--- src/rtl/tfli_pkg.sv ---
`default_nettype none
package tfli_pkg;

    localparam int STOPS_DEF   = 16;
    localparam int SAMPLES_DEF = 256;

    typedef enum logic [1:0] {
        MODE_APPEND_COLOR   = 2'd0,
        MODE_APPEND_OPACITY = 2'd1,
        MODE_EVALUATE       = 2'd2,
        MODE_CLEAR          = 2'd3
    } t_mode;

    typedef struct packed {
        logic start;
        logic busy;
        logic done;
    } t_div_ctl;

endpackage
`default_nettype wire

--- src/rtl/tfli_ram.sv ---
`default_nettype none
module tfli_ram #(
    parameter int WIDTH = 8,
    parameter int DEPTH = 16
) (
    input  wire logic                     i_clk,
    input  wire logic                     i_we,
    input  wire logic [$clog2(DEPTH)-1:0] i_waddr,
    input  wire logic [WIDTH-1:0]         i_wdata,
    input  wire logic [$clog2(DEPTH)-1:0] i_raddr,
    output logic      [WIDTH-1:0]         o_rdata
);

    logic [WIDTH-1:0] r_mem [DEPTH];

    always_ff @(posedge i_clk) begin
        if (i_we) begin
            r_mem[i_waddr] <= i_wdata;
        end
        o_rdata <= r_mem[i_raddr];
    end

endmodule
`default_nettype wire

--- src/rtl/tfli_div.sv ---
`default_nettype none
module tfli_div #(
    parameter int NW = 48,
    parameter int DW = 32
) (
    input  wire logic          i_clk,
    input  wire logic          i_rst_n,
    input  wire logic          i_start,
    input  wire logic [NW-1:0] i_num,
    input  wire logic [DW-1:0] i_den,
    output logic               o_done,
    output logic      [NW-1:0] o_quot,
    output logic      [DW-1:0] o_rem
);

    localparam int CW = $clog2(NW + 1);

    logic [CW-1:0] r_cnt;
    logic          r_busy;
    logic [DW-1:0] r_den;
    logic [DW:0]   w_trial;
    logic [DW:0]   w_shift;

    assign w_shift = {o_rem, o_quot[NW-1]};
    assign w_trial = w_shift - {1'b0, r_den};

    always_ff @(posedge i_clk) begin
        if (!i_rst_n) begin
            r_busy <= 1'b0;
            o_done <= 1'b0;
            r_cnt  <= '0;
        end else begin
            o_done <= 1'b0;
            if (i_start) begin
                r_busy <= 1'b1;
                r_cnt  <= CW'(NW);
            end else if (r_busy) begin
                r_cnt <= r_cnt - 1'b1;
                if (r_cnt == CW'(1)) begin
                    r_busy <= 1'b0;
                    o_done <= 1'b1;
                end
            end
        end
    end

    always_ff @(posedge i_clk) begin
        if (i_start) begin
            o_quot <= i_num;
            o_rem  <= '0;
            r_den  <= i_den;
        end else if (r_busy) begin
            if (!w_trial[DW]) begin
                o_rem  <= w_trial[DW-1:0];
                o_quot <= {o_quot[NW-2:0], 1'b1};
            end else begin
                o_rem  <= w_shift[DW-1:0];
                o_quot <= {o_quot[NW-2:0], 1'b0};
            end
        end
    end

endmodule
`default_nettype wire

--- src/rtl/transfer_function_lut_interp_top.sv ---
// Channel  Direction  Handshake             Payload
// in       sink       i_valid / o_stall     mode, stop fields, sample index
// out      source     o_valid / i_stall     texel index, RGBA bytes
// Appends and clears may follow back to back.
// An evaluation walks each table through its memory read port, one stop at a time,
// then runs a bit-serial divider of 8+PW steps for each channel that it interpolates.
// Reset clears both stop counts; table contents stay unknown until written.
// A pending result holds while i_stall is high; o_stall is high while evaluating.
`default_nettype none
module transfer_function_lut_interp_top
    import tfli_pkg::*;
#(
    parameter int STOPS   = STOPS_DEF,
    parameter int SAMPLES = SAMPLES_DEF
) (
    input  wire logic        i_clk,
    input  wire logic        i_rst_n,
    input  wire logic        i_valid,
    output logic             o_stall,
    input  wire logic [1:0]  i_mode,
    input  wire logic [15:0] i_stop_position,
    input  wire logic [7:0]  i_stop_red,
    input  wire logic [7:0]  i_stop_green,
    input  wire logic [7:0]  i_stop_blue,
    input  wire logic [7:0]  i_stop_opacity,
    input  wire logic [7:0]  i_sample_index,
    output logic             o_valid,
    input  wire logic        i_stall,
    output logic [7:0]       o_texel_index,
    output logic [7:0]       o_red_out,
    output logic [7:0]       o_green_out,
    output logic [7:0]       o_blue_out,
    output logic [7:0]       o_alpha_out
);

    localparam int AW  = $clog2(STOPS);
    localparam int CW  = $clog2(STOPS + 1);
    localparam int SW  = $clog2(SAMPLES);
    localparam int PW  = ((SW > 8) ? 16 + SW : 24) + 1;
    localparam int NW  = 8 + PW;
    localparam int DW  = PW;

    typedef enum logic [6:0] {
        S_IDLE  = 7'b0000001,
        S_READ  = 7'b0000010,
        S_WALK  = 7'b0000100,
        S_SPAN  = 7'b0001000,
        S_CHAN  = 7'b0010000,
        S_DIV   = 7'b0100000,
        S_OUT   = 7'b1000000
    } t_state;

    t_state r_state;
    logic [CW-1:0] r_ccount, r_ocount;
    logic          r_tab;
    logic [AW-1:0] r_ptr;
    logic [AW-1:0] r_left;
    logic [1:0]    r_ch;
    logic [7:0]    r_idx;
    logic [PW-1:0] r_t;
    logic [15:0]   r_pl, r_pr;
    logic [23:0]   r_vl, r_vr;
    logic          r_beyond;
    logic [7:0]    r_res [4];
    logic [7:0]    r_vlc;
    logic          r_neg;

    logic          w_accept;
    logic          w_cwe, w_owe;
    logic [AW-1:0] w_raddr;
    logic [39:0]   w_crd;
    logic [23:0]   w_ord;
    logic [15:0]   w_rpos;
    logic [23:0]   w_rval;
    logic [CW-1:0] w_cnt;

    t_div_ctl      w_div;
    logic [NW-1:0] w_num, w_quot;
    logic [DW-1:0] w_den, w_rem;

    assign w_accept = i_valid && !o_stall;
    assign o_stall  = (r_state != S_IDLE);
    assign w_cwe = w_accept && t_mode'(i_mode) == MODE_APPEND_COLOR && r_ccount < CW'(STOPS);
    assign w_owe = w_accept && t_mode'(i_mode) == MODE_APPEND_OPACITY && r_ocount < CW'(STOPS);

    tfli_ram #(.WIDTH(40), .DEPTH(STOPS)) u_cram (
        .i_clk(i_clk), .i_we(w_cwe), .i_waddr(r_ccount[AW-1:0]),
        .i_wdata({i_stop_position, i_stop_red, i_stop_green, i_stop_blue}),
        .i_raddr(w_raddr), .o_rdata(w_crd)
    );
    tfli_ram #(.WIDTH(24), .DEPTH(STOPS)) u_oram (
        .i_clk(i_clk), .i_we(w_owe), .i_waddr(r_ocount[AW-1:0]),
        .i_wdata({i_stop_position, i_stop_opacity}),
        .i_raddr(w_raddr), .o_rdata(w_ord)
    );

    assign w_rpos = r_tab ? w_ord[23:8] : w_crd[39:24];
    assign w_rval = r_tab ? {16'd0, w_ord[7:0]} : w_crd[23:0];
    assign w_cnt  = r_tab ? r_ocount : r_ccount;
    assign w_raddr = r_ptr;

    logic [PW-1:0] w_rpos_s;
    assign w_rpos_s = PW'(w_rpos) * PW'(SAMPLES);

    // Channel operands
    logic [7:0]        w_cvl, w_cvr;
    logic signed [9:0] w_dv;
    logic signed [PW:0] w_dt, w_dp;
    logic [7:0]        w_adv;
    logic [PW-1:0]     w_adt, w_adp;
    logic              w_sgn;
    always_comb begin
        case (r_ch)
            2'd0:    begin w_cvl = r_vl[23:16]; w_cvr = r_vr[23:16]; end
            2'd1:    begin w_cvl = r_vl[15:8];  w_cvr = r_vr[15:8];  end
            default: begin w_cvl = r_vl[7:0];   w_cvr = r_vr[7:0];   end
        endcase
        w_dv  = $signed({2'b0, w_cvr}) - $signed({2'b0, w_cvl});
        w_dt  = $signed({1'b0, r_t}) - $signed({1'b0, PW'(r_pl) * PW'(SAMPLES)});
        w_dp  = $signed({1'b0, PW'(r_pr) * PW'(SAMPLES)}) -
                $signed({1'b0, PW'(r_pl) * PW'(SAMPLES)});
        w_adv = w_dv[9] ? 8'(-w_dv) : w_dv[7:0];
        w_adt = w_dt[PW] ? PW'(-w_dt) : w_dt[PW-1:0];
        w_adp = w_dp[PW] ? PW'(-w_dp) : w_dp[PW-1:0];
        w_sgn = (w_dv[9] ^ w_dt[PW] ^ w_dp[PW]) && w_dv != 0 && w_dt != 0;
    end

    logic [NW-1:0] r_prod;
    assign w_num = r_prod;
    assign w_den = w_adp;
    assign w_div.busy = 1'b0;

    tfli_div #(.NW(NW), .DW(DW)) u_div (
        .i_clk(i_clk), .i_rst_n(i_rst_n), .i_start(w_div.start),
        .i_num(w_num), .i_den(w_den), .o_done(w_div.done),
        .o_quot(w_quot), .o_rem(w_rem)
    );

    // Floor of signed quotient, then add and clamp
    logic [NW:0]        w_q;
    logic signed [NW+1:0] w_v;
    logic [7:0]         w_clamp;
    always_comb begin
        w_q = {1'b0, w_quot} + ((r_neg && w_rem != '0) ? (NW+1)'(1) : '0);
        w_v = r_neg ? $signed({2'b0, NW'(r_vlc)}) - $signed({1'b0, w_q})
                    : $signed({2'b0, NW'(r_vlc)}) + $signed({1'b0, w_q});
        if (w_v < 0)                 w_clamp = 8'd0;
        else if (w_v > 255)          w_clamp = 8'd255;
        else                         w_clamp = w_v[7:0];
    end

    logic r_dstart;
    assign w_div.start = r_dstart;

    always_ff @(posedge i_clk) begin
        if (!i_rst_n) begin
            r_state  <= S_IDLE;
            r_ccount <= '0;
            r_ocount <= '0;
            o_valid  <= 1'b0;
            r_dstart <= 1'b0;
        end else begin
            r_dstart <= 1'b0;
            if (o_valid && !i_stall && r_state != S_OUT) o_valid <= 1'b0;
            case (r_state)
                S_IDLE: begin
                    if (w_accept) begin
                        case (t_mode'(i_mode))
                            MODE_APPEND_COLOR:
                                if (w_cwe) r_ccount <= r_ccount + 1'b1;
                            MODE_APPEND_OPACITY:
                                if (w_owe) r_ocount <= r_ocount + 1'b1;
                            MODE_CLEAR: begin
                                r_ccount <= '0;
                                r_ocount <= '0;
                            end
                            default: begin
                                r_idx   <= i_sample_index;
                                r_t     <= PW'({i_sample_index, 16'd0});
                                r_tab   <= 1'b0;
                                r_ptr   <= '0;
                                r_left  <= '0;
                                r_state <= S_READ;
                            end
                        endcase
                    end
                end
                S_READ: begin
                    if (w_cnt == '0) begin
                        r_res[r_tab ? 2'd3 : 2'd0] <= '0;
                        r_res[1] <= r_tab ? r_res[1] : 8'd0;
                        r_res[2] <= r_tab ? r_res[2] : 8'd0;
                        r_state <= S_SPAN;
                        r_beyond <= 1'b1;
                        r_vl <= '0;
                    end else begin
                        r_state <= S_WALK;
                    end
                end
                S_WALK: begin
                    // data at r_ptr is valid
                    if (r_ptr == '0) begin
                        r_pl <= w_rpos;
                        r_vl <= w_rval;
                        if (w_cnt == CW'(1)) begin
                            r_beyond <= 1'b1;
                            r_state  <= S_SPAN;
                        end else begin
                            r_ptr   <= AW'(1);
                            r_state <= S_READ;
                        end
                    end else begin
                        r_pr <= w_rpos;
                        r_vr <= w_rval;
                        if (CW'(r_ptr) < w_cnt - 1'b1 && r_t > w_rpos_s) begin
                            r_pl  <= w_rpos;
                            r_vl  <= w_rval;
                            r_ptr <= r_ptr + 1'b1;
                            r_state <= S_READ;
                        end else begin
                            r_beyond <= r_t > w_rpos_s;
                            if (r_t > w_rpos_s) r_vl <= w_rval;
                            r_state <= S_SPAN;
                        end
                    end
                end
                S_SPAN: begin
                    if (w_cnt == '0 || r_beyond || r_pl == r_pr) begin
                        if (r_tab) r_res[3] <= r_vl[7:0];
                        else begin
                            r_res[0] <= r_vl[23:16];
                            r_res[1] <= r_vl[15:8];
                            r_res[2] <= r_vl[7:0];
                        end
                        if (r_tab) r_state <= S_OUT;
                        else begin
                            r_tab <= 1'b1; r_ptr <= '0; r_state <= S_READ;
                        end
                    end else begin
                        r_ch    <= r_tab ? 2'd2 : 2'd0;
                        r_state <= S_CHAN;
                    end
                end
                S_CHAN: begin
                    r_prod   <= NW'(w_adv) * NW'(w_adt);
                    r_neg    <= w_sgn;
                    r_vlc    <= w_cvl;
                    r_dstart <= 1'b1;
                    r_state  <= S_DIV;
                end
                S_DIV: begin
                    if (w_div.done) begin
                        if (r_tab) begin
                            r_res[3] <= w_clamp;
                            r_state  <= S_OUT;
                        end else begin
                            r_res[r_ch] <= w_clamp;
                            if (r_ch == 2'd2) begin
                                r_tab <= 1'b1; r_ptr <= '0; r_state <= S_READ;
                            end else begin
                                r_ch <= r_ch + 1'b1;
                                r_state <= S_CHAN;
                            end
                        end
                    end
                end
                S_OUT: begin
                    if (!o_valid || !i_stall) begin
                        o_valid       <= 1'b1;
                        o_texel_index <= r_idx;
                        o_red_out     <= r_res[0];
                        o_green_out   <= r_res[1];
                        o_blue_out    <= r_res[2];
                        o_alpha_out   <= r_res[3];
                        r_state       <= S_IDLE;
                    end
                end
                default: r_state <= S_IDLE;
            endcase
        end
    end

    logic w_unused;
    assign w_unused = w_div.busy;

endmodule
`default_nettype wire

--- config.mk ---
export PLATFORM = sky130hd
export DESIGN_NAME = transfer_function_lut_interp_top
export DESIGN_NICKNAME = d
export VERILOG_FILES = /design/src/rtl/tfli_pkg.sv /design/src/rtl/tfli_ram.sv /design/src/rtl/tfli_div.sv /design/src/rtl/transfer_function_lut_interp_top.sv
export SDC_FILE = /design/constraint.sdc
export NUM_CORES = 2
export LEC_CHECK = 0
export BUFFER_PORTS_ARGS = -buffer_cell sky130_fd_sc_hd__buf_4
export CAP_MARGIN = 40
export CORE_MARGIN = 2
export CORE_UTILIZATION = 40
export CTS_CLUSTER_SIZE = 25
export DETAILED_ROUTE_END_ITERATION = 7
export GPL_ROUTABILITY_DRIVEN = 0
export GPL_TIMING_DRIVEN = 0
export PLACE_DENSITY = 0.54
export SYNTH_ARGS = -nofsm -noshare
export SYNTH_HDL_FRONTEND = slang
export SYNTH_SLANG_ARGS = --single-unit
--- constraint.sdc ---
create_clock -name i_clk -period 11.3 [get_ports i_clk]
set_input_delay 1.695 -clock i_clk [delete_from_list [all_inputs] [get_ports i_clk]]
set_output_delay 1.695 -clock i_clk [all_outputs]
set_load 0.005 [all_outputs]
==> flow_summary.json <==
{
  "status": "complete, no violations",
  "dp.cells": 6082,
  "drt_iter0_markers": 2851,
  "final_cell_mix": "edfxtp_1 (1276), mux4_2 (320), nor2_1 (247)",
  "die_width_um": 399,
  "fillerInstances": 13200,
  "fin_crit_ns": 10.38,
  "hp-class": "reg -> reg",
  "grt_first_pass_wirelength_mm": 234,
  "rsz0062_at_grt": "false",
  "synth_cell_types": 86,
  "overflow": 0,
  "cp.required_ns": 11.82,
  "final_common_cell": "edfxtp_1",
  "wl_per_cell_um": 24.9,
  "route.detailed.drc": 0,
  "tightest_slew_ns": 0.942,
  "clk_pin_slew_ns": 0.06,
  "synth_top_area_frac": 0.615,
  "via_per_inst": 5.43,
  "dieArea_um2": 159000,
  "nNetsFinal": 4481,
  "antenna_found_initial": 13,
  "fmax_mhz": 96.4,
  "cts_tree": "built",
  "vdd_ir_drop_max_mv": 0.166,
  "synth_cells": 3831,
  "yosys-top-cells-area": "edfxtp_1 (62%), mux4_2 (12%), dfxtp_1 (3.7%)",
  "cts_buffer_depth": 3,
  "io_pins": 104,
  "worst_path_max_delay_cell": "xnor2_1",
  "synth_area_um2": 62300,
  "avgSynthCellArea_um2": 16.3,
  "synth-edff-count": 1276,
  "drv_cap": 0,
  "synth_warnings": 0,
  "hpwl_mm": 109,
  "die_h_um": 399,
  "power.density_nw_per_um2": 169,
  "arrival_ns": 10.90,
  "ys_ff_latch": 1392,
  "core_um2": 154000,
  "post-route-period-util": 0.918,
  "drive_gt1_frac": 0.205,
  "clk_latency_ns": 0.80,
  "grt_pass1_vias": 35400,
  "grt_max_degree": 41,
  "worstSetupStartpointType": "flip-flop",
  "drt_pass1_iterations": 5,
  "synth_fp_nets": 4122,
  "grt_usage": 0.202,
  "reg2reg_slack_ns": 0.92,
  "row_count": 144,
  "synth_flop_cell": "edfxtp_1",
  "synth_top_cell_by_area": "edfxtp_1",
  "timing_hold_violations_final": 0,
  "area_delta_synth_final_pct": 16.0,
  "crit_type": "reg -> reg",
  "report.final.slew_viol_count": 0,
  "htree_levels": 4,
  "clock_skew_ns": 0.0432,
  "antenna_left": 0,
  "slowest_delay_ns": 0.65,
  "setup_viol": 0,
  "seq_area_frac_synth": 0.653,
  "drt-total-wl_mm": 159,
  "p_leak_uw": 0.0247,
  "initial_core_util": 0.403,
  "relSlewSlack": 0.368,
  "endpoint_kind": "flip-flop",
  "cts-root-buf": "clkbuf_16",
  "clkSinkCount": 1392,
  "cts_made_buffers": 149,
  "numPortBuffers": 103,
  "num_vias": 34500,
  "crit_fanout": 10,
  "async_flop_share": 0,
  "instances_no_fill": 6359,
  "fin_tns_setup_ns": 0
}
[power by group]
group	leakage [µW]	switching [µW]	total (µW)	internal, µW
sequential	0.0125	67.5	5820	5760
combinational	0.00982	853	1560	703
clock	0.00235	2050	4780	2730
total	0.0247	2970	12200	9190
[Yosys cell counts, types with 89 or more instances]
cell	number
fa_1	93
nor2_1	259
a21oi_1	89
xnor2_1	102
dfxtp_1	116
edfxtp_1	1276
inv_1	209
ha_1	136
clkbuf_1	109
nand2_1	168
mux4_2	320
[layer usage]
metal  up-vias  wire (µm)  global-route usage
li1      15500          -                   -
met1     18000      67500               0.268
met2       853      77300               0.334
met3       226       9600              0.0439
met4        16       3980              0.0553
met5         -        111                   0
[sequential cells by signal, summed over array words and instances (netlist names), 16 cells and up]
register        count
r_pl               16
r_pr               16
r_prod             25
r_res              32
r_vl               24
r_vr               24
u_cram.o_rdata     40
u_cram.r_mem      640
u_div.o_quot       33
u_div.o_rem        25
u_div.r_den        17
u_oram.o_rdata     24
u_oram.r_mem      384
[logic make-up (layout without fill, tap and decap cells)]
logic type | after synthesis | in the layout | synth area share
other cells | 0 | 6 | 0
simple gates | 894 | 894 | 0.0732
flops | 1392 | 1392 | 0.653
buf+inv | 367 | 845 | 0.0231
compound gates | 386 | 386 | 0.0412
mux | 397 | 397 | 0.129
fa+ha+maj | 229 | 229 | 0.0572
xor+xnor | 166 | 166 | 0.0236
[worst paths after layout]
check	from	cells after the start	endpoint
max	r_ch[0]	38	r_prod[31]
min reg2reg	r_res[1][4]	0	o_green_out[4]
min	r_res[1][4]	0	o_green_out[4]
max reg2reg	r_ch[0]	38	r_prod[31]
[area by class of cell]
| cell class | instances | area [µm²] | area share |
|---|---|---|---|
| clock inverter | 60 | 689 | 0.00955 |
| tap | 2044 | 2560 | 0.0354 |
| sequential | 1392 | 40600 | 0.563 |
| multi-input combinational | 2072 | 20400 | 0.282 |
| timing repair buffer | 208 | 2340 | 0.0324 |
| antenna | 6 | 15.0 | 0.000208 |
| clock buffer | 210 | 4150 | 0.0575 |
| buffer | 157 | 654 | 0.00906 |
| inverter | 210 | 788 | 0.0109 |
[per-stage QoR]
| stage | total power (µW) | worst slack (ns) | hold slack, ns | cell area [µm²] | utilization |
|---|---|---|---|---|---|
| 2_1_floorplan | 6870 | 2.31 | 0.400 | 62300 | - |
| 3_3_place_gp | 7400 | 0.449 | 0.404 | 65600 | 0.425 |
| 3_5_place_dp | 7510 | 0.419 | 0.405 | 67300 | 0.436 |
| 4_1_cts | 12300 | 0.397 | 0.414 | 72200 | 0.467 |
| 5_1_grt | 12600 | 0.0204 | 0.427 | 72200 | 0.468 |
| 6_report | 12200 | 0.924 | 0.417 | 72200 | 0.468 |
[critical path: cells and delay by family (launching register included)]
family	cells	cell delay, ns
buffers and inverters	6	1.34
DFF	1	0.42
AOI/OAI and AO/OA	16	3.09
adders and majority gates	7	2.92
and+or+nand+nor	7	1.53
xor gates and xnor gates	2	0.77
[what timing repair did]
action | CTS | global route
resized for setup | 0 | 8
hold buffers | 0 | 0
setup endpoints to repair | 0 | 6
buffers inserted | 0 | 1
Note: power is estimated with default switching activity, not from simulation.
